File: src/rtl/dtt_pkg.sv
// Shared types and constants of the detection track table.
`timescale 1ns / 1ps
`default_nettype none

package dtt_pkg;

    localparam int SLOTS    = 16;
    localparam int IDX_W    = 4;
    localparam int CNT_W    = 5;
    localparam int COORD_W  = 12;
    localparam int STAMP_W  = 32;
    localparam int OP_W     = 2;
    localparam int CFG_IDX_W = 2;
    localparam int CFG_W    = 32;
    localparam int ACT_W    = 5;

    localparam logic [COORD_W-1:0] TOL_RESET  = '0;
    localparam logic [STAMP_W-1:0] LIFE_RESET = 32'd100000;
    localparam logic [ACT_W-1:0]   ACT_RESET  = ACT_W'(SLOTS);

    localparam logic [OP_W-1:0] OP_FRAME  = 2'd0;
    localparam logic [OP_W-1:0] OP_DETECT = 2'd1;
    localparam int OP_READ_BIT = 1;

    typedef enum logic [CFG_IDX_W-1:0] {
        CFG_TOL  = 2'd0,
        CFG_LIFE = 2'd1,
        CFG_ACT  = 2'd2
    } t_cfg_idx;

    typedef enum logic [2:0] {
        OUT_FRAME = 3'd0,
        OUT_MATCH = 3'd1,
        OUT_ADD   = 3'd2,
        OUT_DROP  = 3'd3,
        OUT_READ  = 3'd4
    } t_outcome;

    typedef enum logic [2:0] {
        S_IDLE,
        S_DECODE,
        S_AGE,
        S_MATCH,
        S_ALLOC,
        S_READ
    } t_state;

    typedef struct packed {
        logic [OP_W-1:0]    op;
        logic [STAMP_W-1:0] frame_stamp;
        logic [COORD_W-1:0] box_x;
        logic [COORD_W-1:0] box_y;
        logic [COORD_W-1:0] box_w;
        logic [COORD_W-1:0] box_h;
        logic [IDX_W-1:0]   read_index;
    } t_in;

    typedef struct packed {
        logic [2:0]         outcome;
        logic [IDX_W-1:0]   slot;
        logic               slot_valid;
        logic [COORD_W-1:0] out_x;
        logic [COORD_W-1:0] out_y;
        logic [COORD_W-1:0] out_w;
        logic [COORD_W-1:0] out_h;
        logic [STAMP_W-1:0] out_stamp;
    } t_out;

    typedef struct packed {
        logic [COORD_W-1:0] x;
        logic [COORD_W-1:0] y;
        logic [COORD_W-1:0] w;
        logic [COORD_W-1:0] h;
        logic [STAMP_W-1:0] stamp;
    } t_entry;

    typedef struct packed {
        logic     load;
        logic     scan;
        logic     age;
        logic     match;
        logic     alloc_init;
        logic     alloc_step;
        logic     commit;
        logic     frame_end;
        logic     set_full;
        logic     respond;
        t_outcome outcome;
    } t_cmd;

    typedef struct packed {
        logic is_frame;
        logic is_read;
        logic full;
        logic tol_zero;
        logic scan_done;
        logic hit;
        logic vacant;
        logic alloc_last;
    } t_stat;

endpackage

`default_nettype wire

File: src/rtl/dtt_ctrl.sv
// Sequencing state machine of the detection track table.
`timescale 1ns / 1ps
`default_nettype none

module dtt_ctrl (
    input  wire logic          i_clk,
    input  wire logic          i_rst_n,
    input  wire logic          start,
    output logic               busy,
    input  wire dtt_pkg::t_stat i_stat,
    output dtt_pkg::t_cmd      o_cmd
);

    dtt_pkg::t_state r_state;
    dtt_pkg::t_state n_state;
    dtt_pkg::t_cmd   cmd;

    always_ff @(posedge i_clk) begin
        if (!i_rst_n) begin
            r_state <= dtt_pkg::S_IDLE;
        end else begin
            r_state <= n_state;
        end
    end

    always_comb begin
        n_state     = r_state;
        cmd         = '0;
        cmd.outcome = dtt_pkg::OUT_FRAME;
        unique case (r_state)
            dtt_pkg::S_IDLE: begin
                if (start) begin
                    cmd.load = 1'b1;
                    n_state  = dtt_pkg::S_DECODE;
                end
            end
            dtt_pkg::S_DECODE: begin
                if (i_stat.is_frame) begin
                    cmd.scan = 1'b1;
                    n_state  = dtt_pkg::S_AGE;
                end else if (i_stat.is_read) begin
                    n_state = dtt_pkg::S_READ;
                end else if (i_stat.full) begin
                    cmd.respond = 1'b1;
                    cmd.outcome = dtt_pkg::OUT_DROP;
                    n_state     = dtt_pkg::S_IDLE;
                end else if (i_stat.tol_zero) begin
                    cmd.alloc_init = 1'b1;
                    n_state        = dtt_pkg::S_ALLOC;
                end else begin
                    cmd.scan = 1'b1;
                    n_state  = dtt_pkg::S_MATCH;
                end
            end
            dtt_pkg::S_AGE: begin
                cmd.scan = 1'b1;
                cmd.age  = 1'b1;
                if (i_stat.scan_done) begin
                    cmd.frame_end = 1'b1;
                    cmd.respond   = 1'b1;
                    cmd.outcome   = dtt_pkg::OUT_FRAME;
                    n_state       = dtt_pkg::S_IDLE;
                end
            end
            dtt_pkg::S_MATCH: begin
                cmd.scan  = 1'b1;
                cmd.match = 1'b1;
                if (i_stat.hit) begin
                    cmd.commit  = 1'b1;
                    cmd.respond = 1'b1;
                    cmd.outcome = dtt_pkg::OUT_MATCH;
                    n_state     = dtt_pkg::S_IDLE;
                end else if (i_stat.scan_done) begin
                    cmd.alloc_init = 1'b1;
                    n_state        = dtt_pkg::S_ALLOC;
                end
            end
            dtt_pkg::S_ALLOC: begin
                if (i_stat.vacant) begin
                    cmd.commit  = 1'b1;
                    cmd.respond = 1'b1;
                    cmd.outcome = dtt_pkg::OUT_ADD;
                    n_state     = dtt_pkg::S_IDLE;
                end else if (i_stat.alloc_last) begin
                    cmd.set_full = 1'b1;
                    cmd.respond  = 1'b1;
                    cmd.outcome  = dtt_pkg::OUT_DROP;
                    n_state      = dtt_pkg::S_IDLE;
                end else begin
                    cmd.alloc_step = 1'b1;
                end
            end
            dtt_pkg::S_READ: begin
                cmd.respond = 1'b1;
                cmd.outcome = dtt_pkg::OUT_READ;
                n_state     = dtt_pkg::S_IDLE;
            end
            default: begin
                n_state = dtt_pkg::S_IDLE;
            end
        endcase
    end

    assign o_cmd = cmd;
    assign busy  = (r_state != dtt_pkg::S_IDLE);

    a_no_resp_idle: assert property (@(posedge i_clk) disable iff (!i_rst_n)
        (r_state == dtt_pkg::S_IDLE) |-> !cmd.respond)
        else $error("response issued while idle");

    a_resp_ends_item: assert property (@(posedge i_clk) disable iff (!i_rst_n)
        cmd.respond |=> (r_state == dtt_pkg::S_IDLE))
        else $error("item continues after its response");

    a_commit_resp: assert property (@(posedge i_clk) disable iff (!i_rst_n)
        cmd.commit |-> cmd.respond)
        else $error("table write without a response");

endmodule

`default_nettype wire

File: src/rtl/dtt_dpath.sv
// Datapath of the detection track table: registers, entry memory, scan and result.
`timescale 1ns / 1ps
`default_nettype none

module dtt_dpath (
    input  wire logic                            i_clk,
    input  wire logic                            i_rst_n,
    input  wire dtt_pkg::t_in                    i_in,
    input  wire logic                            i_cfg_we,
    input  wire logic [dtt_pkg::CFG_IDX_W-1:0]   i_cfg_index,
    input  wire logic [dtt_pkg::CFG_W-1:0]       i_cfg_data,
    input  wire dtt_pkg::t_cmd                   i_cmd,
    output dtt_pkg::t_stat                       o_stat,
    output logic                                 o_done,
    output dtt_pkg::t_out                        o_out
);

    // configuration
    logic [dtt_pkg::COORD_W-1:0] r_tol;
    logic [dtt_pkg::STAMP_W-1:0] r_life;
    logic [dtt_pkg::ACT_W-1:0]   r_act;

    // table state
    logic [dtt_pkg::SLOTS-1:0]   r_occ;
    dtt_pkg::t_entry             mem [dtt_pkg::SLOTS];
    logic [dtt_pkg::STAMP_W-1:0] r_now;
    logic [dtt_pkg::IDX_W-1:0]   r_last;
    logic                        r_full;

    // item and scan
    dtt_pkg::t_in                r_item;
    logic [dtt_pkg::CNT_W-1:0]   r_cnt;
    logic                        r_pv;
    logic [dtt_pkg::IDX_W-1:0]   r_pidx;
    dtt_pkg::t_entry             r_rdata;
    logic [dtt_pkg::IDX_W-1:0]   r_aidx;
    logic [dtt_pkg::CNT_W-1:0]   r_k;

    dtt_pkg::t_out               r_out;
    dtt_pkg::t_out               n_out;
    logic                        r_done;

    logic [dtt_pkg::CNT_W-1:0]   w_n;
    logic                        w_issue;
    logic                        w_hit;
    logic                        w_old;
    logic [dtt_pkg::IDX_W-1:0]   w_widx;
    logic [dtt_pkg::CNT_W-1:0]   w_start;
    logic [dtt_pkg::CNT_W-1:0]   w_next;
    logic [dtt_pkg::STAMP_W-1:0] w_age;
    dtt_pkg::t_entry             w_wdata;

    function automatic logic near(input logic [dtt_pkg::COORD_W-1:0] a,
                                  input logic [dtt_pkg::COORD_W-1:0] b,
                                  input logic [dtt_pkg::COORD_W-1:0] tol);
        logic [dtt_pkg::COORD_W-1:0] d;
        d = (a > b) ? (a - b) : (b - a);
        return (d <= tol);
    endfunction

    always_comb begin
        if (r_act == '0) begin
            w_n = dtt_pkg::CNT_W'(1);
        end else if (r_act > dtt_pkg::ACT_W'(dtt_pkg::SLOTS)) begin
            w_n = dtt_pkg::CNT_W'(dtt_pkg::SLOTS);
        end else begin
            w_n = r_act;
        end
    end

    assign w_issue = i_cmd.scan && (r_cnt < w_n);
    assign w_age   = r_now - r_rdata.stamp;
    assign w_old   = (w_age > r_life);
    assign w_hit   = r_pv && r_occ[r_pidx]
                     && near(r_rdata.x, r_item.box_x, r_tol)
                     && near(r_rdata.y, r_item.box_y, r_tol)
                     && near(r_rdata.w, r_item.box_w, r_tol)
                     && near(r_rdata.h, r_item.box_h, r_tol);
    assign w_start = {1'b0, r_last} + dtt_pkg::CNT_W'(1);
    assign w_next  = {1'b0, r_aidx} + dtt_pkg::CNT_W'(1);
    assign w_widx  = (i_cmd.outcome == dtt_pkg::OUT_MATCH) ? r_pidx : r_aidx;

    assign w_wdata.x     = r_item.box_x;
    assign w_wdata.y     = r_item.box_y;
    assign w_wdata.w     = r_item.box_w;
    assign w_wdata.h     = r_item.box_h;
    assign w_wdata.stamp = r_now;

    always_comb begin
        o_stat            = '0;
        o_stat.is_frame   = (r_item.op == dtt_pkg::OP_FRAME);
        o_stat.is_read    = r_item.op[dtt_pkg::OP_READ_BIT];
        o_stat.full       = r_full;
        o_stat.tol_zero   = (r_tol == '0);
        o_stat.scan_done  = (r_cnt >= w_n) && !r_pv;
        o_stat.hit        = i_cmd.match && w_hit;
        o_stat.vacant     = !r_occ[r_aidx];
        o_stat.alloc_last = (r_k == (w_n - dtt_pkg::CNT_W'(1)));
    end

    // result word
    always_comb begin
        n_out         = '0;
        n_out.outcome = i_cmd.outcome;
        case (i_cmd.outcome) inside
            dtt_pkg::OUT_MATCH, dtt_pkg::OUT_ADD: begin
                n_out.slot       = w_widx;
                n_out.slot_valid = 1'b1;
                n_out.out_x      = w_wdata.x;
                n_out.out_y      = w_wdata.y;
                n_out.out_w      = w_wdata.w;
                n_out.out_h      = w_wdata.h;
                n_out.out_stamp  = w_wdata.stamp;
            end
            dtt_pkg::OUT_READ: begin
                n_out.slot       = r_item.read_index;
                n_out.slot_valid = r_occ[r_item.read_index];
                n_out.out_x      = r_rdata.x;
                n_out.out_y      = r_rdata.y;
                n_out.out_w      = r_rdata.w;
                n_out.out_h      = r_rdata.h;
                n_out.out_stamp  = r_rdata.stamp;
            end
            default: ;
        endcase
    end

    // control registers
    always_ff @(posedge i_clk) begin
        if (!i_rst_n) begin
            r_tol  <= dtt_pkg::TOL_RESET;
            r_life <= dtt_pkg::LIFE_RESET;
            r_act  <= dtt_pkg::ACT_RESET;
            r_occ  <= '0;
            r_now  <= '0;
            r_last <= '0;
            r_full <= 1'b0;
            r_cnt  <= '0;
            r_pv   <= 1'b0;
            r_done <= 1'b0;
        end else begin
            if (i_cfg_we) begin
                unique case (i_cfg_index)
                    dtt_pkg::CFG_TOL:  r_tol  <= i_cfg_data[dtt_pkg::COORD_W-1:0];
                    dtt_pkg::CFG_LIFE: r_life <= i_cfg_data[dtt_pkg::STAMP_W-1:0];
                    dtt_pkg::CFG_ACT:  r_act  <= i_cfg_data[dtt_pkg::ACT_W-1:0];
                    default: ;
                endcase
            end
            if (i_cmd.load) begin
                r_cnt <= i_in.op[dtt_pkg::OP_READ_BIT] ? {1'b0, i_in.read_index} : '0;
                if (i_in.op == dtt_pkg::OP_FRAME) begin
                    r_now <= i_in.frame_stamp;
                end
            end else if (w_issue) begin
                r_cnt <= r_cnt + dtt_pkg::CNT_W'(1);
            end
            r_pv <= w_issue;
            if (i_cmd.age && r_pv && w_old) begin
                r_occ[r_pidx] <= 1'b0;
            end
            if (i_cmd.commit) begin
                r_occ[w_widx] <= 1'b1;
                if (i_cmd.outcome == dtt_pkg::OUT_ADD) begin
                    r_last <= r_aidx;
                end
            end
            if (i_cmd.frame_end) begin
                r_last <= dtt_pkg::IDX_W'(w_n - dtt_pkg::CNT_W'(1));
                r_full <= 1'b0;
            end
            if (i_cmd.set_full) begin
                r_full <= 1'b1;
            end
            r_done <= i_cmd.respond;
        end
    end

    // entry memory: one write port, one registered read port
    always_ff @(posedge i_clk) begin
        if (i_cmd.commit) begin
            mem[w_widx] <= w_wdata;
        end
        r_rdata <= mem[r_cnt[dtt_pkg::IDX_W-1:0]];
    end

    // payload registers
    always_ff @(posedge i_clk) begin
        if (i_cmd.load) begin
            r_item <= i_in;
        end
        r_pidx <= r_cnt[dtt_pkg::IDX_W-1:0];
        if (i_cmd.alloc_init) begin
            r_aidx <= (w_start >= w_n) ? '0 : w_start[dtt_pkg::IDX_W-1:0];
            r_k    <= '0;
        end else if (i_cmd.alloc_step) begin
            r_aidx <= (w_next >= w_n) ? '0 : w_next[dtt_pkg::IDX_W-1:0];
            r_k    <= r_k + dtt_pkg::CNT_W'(1);
        end
        if (i_cmd.respond) begin
            r_out <= n_out;
        end
    end

    assign o_done = r_done;
    assign o_out  = r_out;

    a_commit_occ: assert property (@(posedge i_clk) disable iff (!i_rst_n)
        i_cmd.commit |=> r_occ[$past(w_widx)])
        else $error("written entry not marked occupied");

    a_full_source: assert property (@(posedge i_clk) disable iff (!i_rst_n)
        $rose(r_full) |-> $past(i_cmd.set_full))
        else $error("full flag set without a failed vacancy search");

endmodule

`default_nettype wire

File: src/rtl/detection_track_table.sv
// Top level of the detection track table: controller plus datapath.
`timescale 1ns / 1ps
`default_nettype none

// Usage
//   Command channel: drive i_in and raise start; the item transfers at a rising
//   edge where start is high and busy is low. op 0 starts a frame (ages out
//   entries), op 1 presents a detection, op 2 or 3 reads entry read_index.
//   Result channel: exactly one result per item, shown on o_out for one cycle
//   with o_done high. The receiver cannot hold it off.
//   Configuration: i_cfg_we, i_cfg_index (0 tolerance, 1 lifetime, 2 active
//   slots), i_cfg_data; written at the edge. The user writes only while idle;
//   the block itself does not enforce it. Per item, n = active slots: a read
//   fetches entry read_index; a frame ages out entries over n slots; a
//   detection is dropped at once while full, else scans n slots for a match
//   (skipped at zero tolerance), then up to n for a vacancy. The entry memory
//   is read once per cycle on its one read port, pacing frame and match scans.
//   busy falls in the cycle o_done is shown, so the next item may transfer
//   there. Items are taken one at a time.
//   Reset (synchronous, i_rst_n low) clears all occupied marks, the frame
//   stamp, the allocation pointer and the full flag, and loads register
//   defaults; the box memory is not cleared.

module detection_track_table (
    input  wire logic                            i_clk,
    input  wire logic                            i_rst_n,
    input  wire logic                            start,
    output logic                                 busy,
    input  wire dtt_pkg::t_in                    i_in,
    output logic                                 o_done,
    output dtt_pkg::t_out                        o_out,
    input  wire logic                            i_cfg_we,
    input  wire logic [dtt_pkg::CFG_IDX_W-1:0]   i_cfg_index,
    input  wire logic [dtt_pkg::CFG_W-1:0]       i_cfg_data
);

    dtt_pkg::t_cmd  cmd;
    dtt_pkg::t_stat stat;

    dtt_ctrl u_ctrl (
        .i_clk   (i_clk),
        .i_rst_n (i_rst_n),
        .start   (start),
        .busy    (busy),
        .i_stat  (stat),
        .o_cmd   (cmd)
    );

    dtt_dpath u_dpath (
        .i_clk       (i_clk),
        .i_rst_n     (i_rst_n),
        .i_in        (i_in),
        .i_cfg_we    (i_cfg_we),
        .i_cfg_index (i_cfg_index),
        .i_cfg_data  (i_cfg_data),
        .i_cmd       (cmd),
        .o_stat      (stat),
        .o_done      (o_done),
        .o_out       (o_out)
    );

    a_done_not_busy: assert property (@(posedge i_clk) disable iff (!i_rst_n)
        o_done |-> !busy)
        else $error("result shown while an item is still in work");

endmodule

`default_nettype wire
File: config.mk
export PLATFORM = sky130hd
export DESIGN_NAME = detection_track_table
export DESIGN_NICKNAME = d
export VERILOG_FILES = /design/src/rtl/dtt_pkg.sv /design/src/rtl/dtt_ctrl.sv /design/src/rtl/dtt_dpath.sv /design/src/rtl/detection_track_table.sv
export SDC_FILE = /design/constraint.sdc
export NUM_CORES = 2
export LEC_CHECK = 0
export BUFFER_PORTS_ARGS = -buffer_cell sky130_fd_sc_hd__buf_2
export CORE_UTILIZATION = 32
export DETAILED_ROUTE_END_ITERATION = 16
export PLACE_DENSITY = 0.55
export SETUP_SLACK_MARGIN = 0.02
export SKIP_CTS_REPAIR_TIMING = 1
export SLEW_MARGIN = 25
export SYNTH_ARGS = -nofsm -noshare
export SYNTH_HDL_FRONTEND = slang
export SYNTH_SLANG_ARGS = --single-unit
File: constraint.sdc
create_clock -name i_clk -period 8.3 [get_ports i_clk]
set_input_delay 0.83 -clock i_clk [delete_from_list [all_inputs] [get_ports i_clk]]
set_output_delay 0.83 -clock i_clk [all_outputs]
set_load 0.02 [all_outputs]
==> impl_metrics.ini <==
[min_path]
hp-class = in -> reg

[sta]
tightest_slew_ps = 1060
maxSlewViolCount = 0
slew_headroom = 0.290
fin_skew_ps = 58.4
rsz0062_at_grt = false
fmax_mhz = 137
setup_viol = 0
fin_ws_ps = 1000
post-route-period-util = 0.879
min_period_ps = 7300
hold_viol_final = 0
timing.setup.tns_ps = 0

[synthesis]
yosysUniqueCellTypes = 81
synthArstFlopShare = 0
syn_inst = 3872
synth_top_area_frac = 0.628
synth_area_sq_um = 68200
avgSynthCellArea_sq_um = 17.6
synth_commonest_cells = edfxtp_1, mux4_2, ha_1, inv_1, dfxtp_1
synth_warnings = 0
synth_edf_count = 1426
synth_seq_area_share = 0.687
ys_top_cells_by_area = edfxtp_1, mux4_2, dfxtp_1
ys_seq_elements = 1627
yosysTopAreaCell = edfxtp_1
synth_flop_cell = edfxtp_1
yosysMostFrequentCell = edfxtp_1
syn_nets = 4228

[clock_network]
clk_latency_ps = 840
clk_pin_slew_ps = 70
clockBufferDepth = 3
cts_root_buf = clkbuf_16
cts_buffers = 173
cts_sinks = 1627
htreeDepth = 4
tritoncts = done

[cells_and_area]
drive_gt1_frac = 0.244
fill_cells = 19600
final_nets = 4550
seq_area_sq_um = 46900
multi_input_comb_area_sq_um = 20000
areaGrowthSynthToFinish_pct = 16.7

[worst_setup_path]
cp_max_fo = 26
crit_slowest_cell = edfxtp_1
critPathKind = reg -> reg
arrival_ps = 7770
start_kind = flop
critPathCaptureType = flop
slowest_delay_ps = 710
crit_path_cell_trace = ha_1 > inv_1 > fa_1 > a21oi_1 > o21ai_1 > o41a_1 > a22o_1 > mux2i_1 > a221o_1 > a221o_1 > a221oi_2 > xnor2_1 > ha_1 > a21o_1 > a21o_1 > a221oi_1 > o21ai_0 > a21oi_2 > nand4_2 > nor2_2 > buf_4 > a32o_4 > buf_4
crit_required_ps = 8770

[die]
die_height_um = 464
pin_count = 214
coreArea_sq_um = 212000
rows = 169
dieWidth_um = 464
die-area_sq_um = 215000
initial_utilization = 0.322

[grt]
grt_max_degree = 141
top_usage_layer = met2
gr-total-overflow = 0
grt_pass1_vias = 37300
track_usage = 0.169
grtUsageMet3 = 0.0235
grt_pass1_wl_mm = 267
use_met2 = 0.280
antenna_found_initial = 17
gr-usage-met1 = 0.232

[detailed_routing]
wirelength_mm = 183
vias = 36500
drcViolationCount = 0
wl_per_cell_um = 25.5
first_pass_iters = 6
postRouteAntennaNets = 0
vias_per_cell = 5.09
drtIter0Drc = 2844

[placement]
dp.final_hpwl_mm = 117
finalWeightedCongestion = 0.847
numPortBuffers = 213
dp_slack_ps = 958

[power]
p_per_area_nw_per_um2 = 268
vdd_ir_drop_max_mv = 0.191
leakage_uw = 0.0275

[flow_run]
maxCapViolCount = 0

[outcome]
outcome = complete, no violations
[worst max-delay path, delay by kind of cell (launching register included)]
kind	cells	cell delay (ps)
buffers and inverters	3	790
and+or+nand+nor	2	350
muxes	1	220
AOI/OAI and AO/OA	13	3790
xor gates and xnor gates	1	150
adders and majority gates	3	920
DFF	1	710
[path summary, 6_finish.rpt]
check                     start                 end  slack (ps)  cells after the start
max          u_dpath.r_item[28]  u_dpath.mem[7][44]        1000                     23
min                    i_in[18]  u_dpath.r_item[18]         160                      1
max reg2reg  u_dpath.r_item[28]  u_dpath.mem[7][44]        1000                     23
min reg2reg  u_dpath.r_life[19]  u_dpath.r_life[19]         460                      2
[stage by stage]
| step | cell area [sq um] | utilization | power, uW | hold WS, ps | std cells |
|---|---|---|---|---|---|
| 2_1_floorplan | 68200 | - | 12300 | 354 | 3872 |
| 3_3_place_gp | 73500 | 0.347 | 13500 | 443 | 6838 |
| 3_5_place_dp | 73500 | 0.347 | 13500 | 451 | 6839 |
| 4_1_cts | 79500 | 0.375 | 21500 | 95.7 | 7165 |
| 5_1_grt | 79500 | 0.375 | 22200 | 128 | 7168 |
| 6_report | 79500 | 0.375 | 21300 | 163 | 7176 |
[registers in the layout, indices dropped and copies added (netlist names)]
| register | flops |
|---|---|
| u_dpath.r_tol | 12 |
| u_dpath.r_rdata | 80 |
| u_dpath.r_aidx | 4 |
| u_dpath.o_done | 1 |
| u_ctrl.r_state | 3 |
| u_dpath.r_item | 53 |
| u_dpath.r_now | 32 |
| u_dpath.o_stat | 1 |
| u_dpath.r_pidx | 4 |
| u_dpath.r_cnt | 5 |
| u_dpath.r_last | 4 |
| u_dpath.r_pv | 1 |
| u_dpath.r_k | 5 |
| u_dpath.mem | 1280 |
| u_dpath.r_occ | 16 |
| u_dpath.r_full | 1 |
| u_dpath.o_out | 88 |
| u_dpath.r_life | 32 |
| u_dpath.r_act | 5 |
[cells by family (layout without fill, tap and decap cells)]
kind of cell / Yosys count / count (layout) / share of synthesized area
adders and majority gates: 233 / 233 / 0.0437
xor gates and xnor gates: 83 / 83 / 0.0107
and+or+nand+nor: 499 / 499 / 0.0350
muxes: 458 / 458 / 0.144
DFF: 1627 / 1627 / 0.687
other: 0 / 10 / 0
AOI/OAI and AO/OA: 574 / 574 / 0.0571
buffers and inverters: 398 / 871 / 0.0225
[per-layer routing]
metal	up-vias	share of wire	wire length, um
met4	8	0.025	4540
li1	16100	-	-
met3	219	0.043	7850
met2	928	0.49	89300
met5	-	0.00026	48
met1	19300	0.44	81400
[report_power, final]
part	internal [uW]	switching [uW]	total, uW
clock network	4630	3370	8000
registers	9150	374	9520
logic	1720	2040	3760
[final cells by class]
| class | count | share of cell area |
|---|---|---|
| clock buffers | 211 | 0.0573 |
| inverters | 224 | 0.0106 |
| multi-input cells | 1847 | 0.251 |
| repair buffers | 321 | 0.0296 |
| well taps | 2821 | 0.0444 |
| clock inverters | 115 | 0.0174 |
| diodes | 10 | 0.000315 |
| flip-flops and latches | 1627 | 0.589 |
[layout by cell type (no fill, tap or decap), types with 82 or more instances in the layout]
| cell | count |
|---|---|
| edfxtp_1 | 1426 |
| mux4_2 | 412 |
| ha_1 | 223 |
| inv_1 | 222 |
| buf_2 | 213 |
| dfxtp_1 | 197 |
| a21oi_1 | 190 |
| nand2_1 | 187 |
| clkbuf_16 | 173 |
| nor2_1 | 97 |
| a22o_1 | 82 |
(Power assumes the default switching activity.)
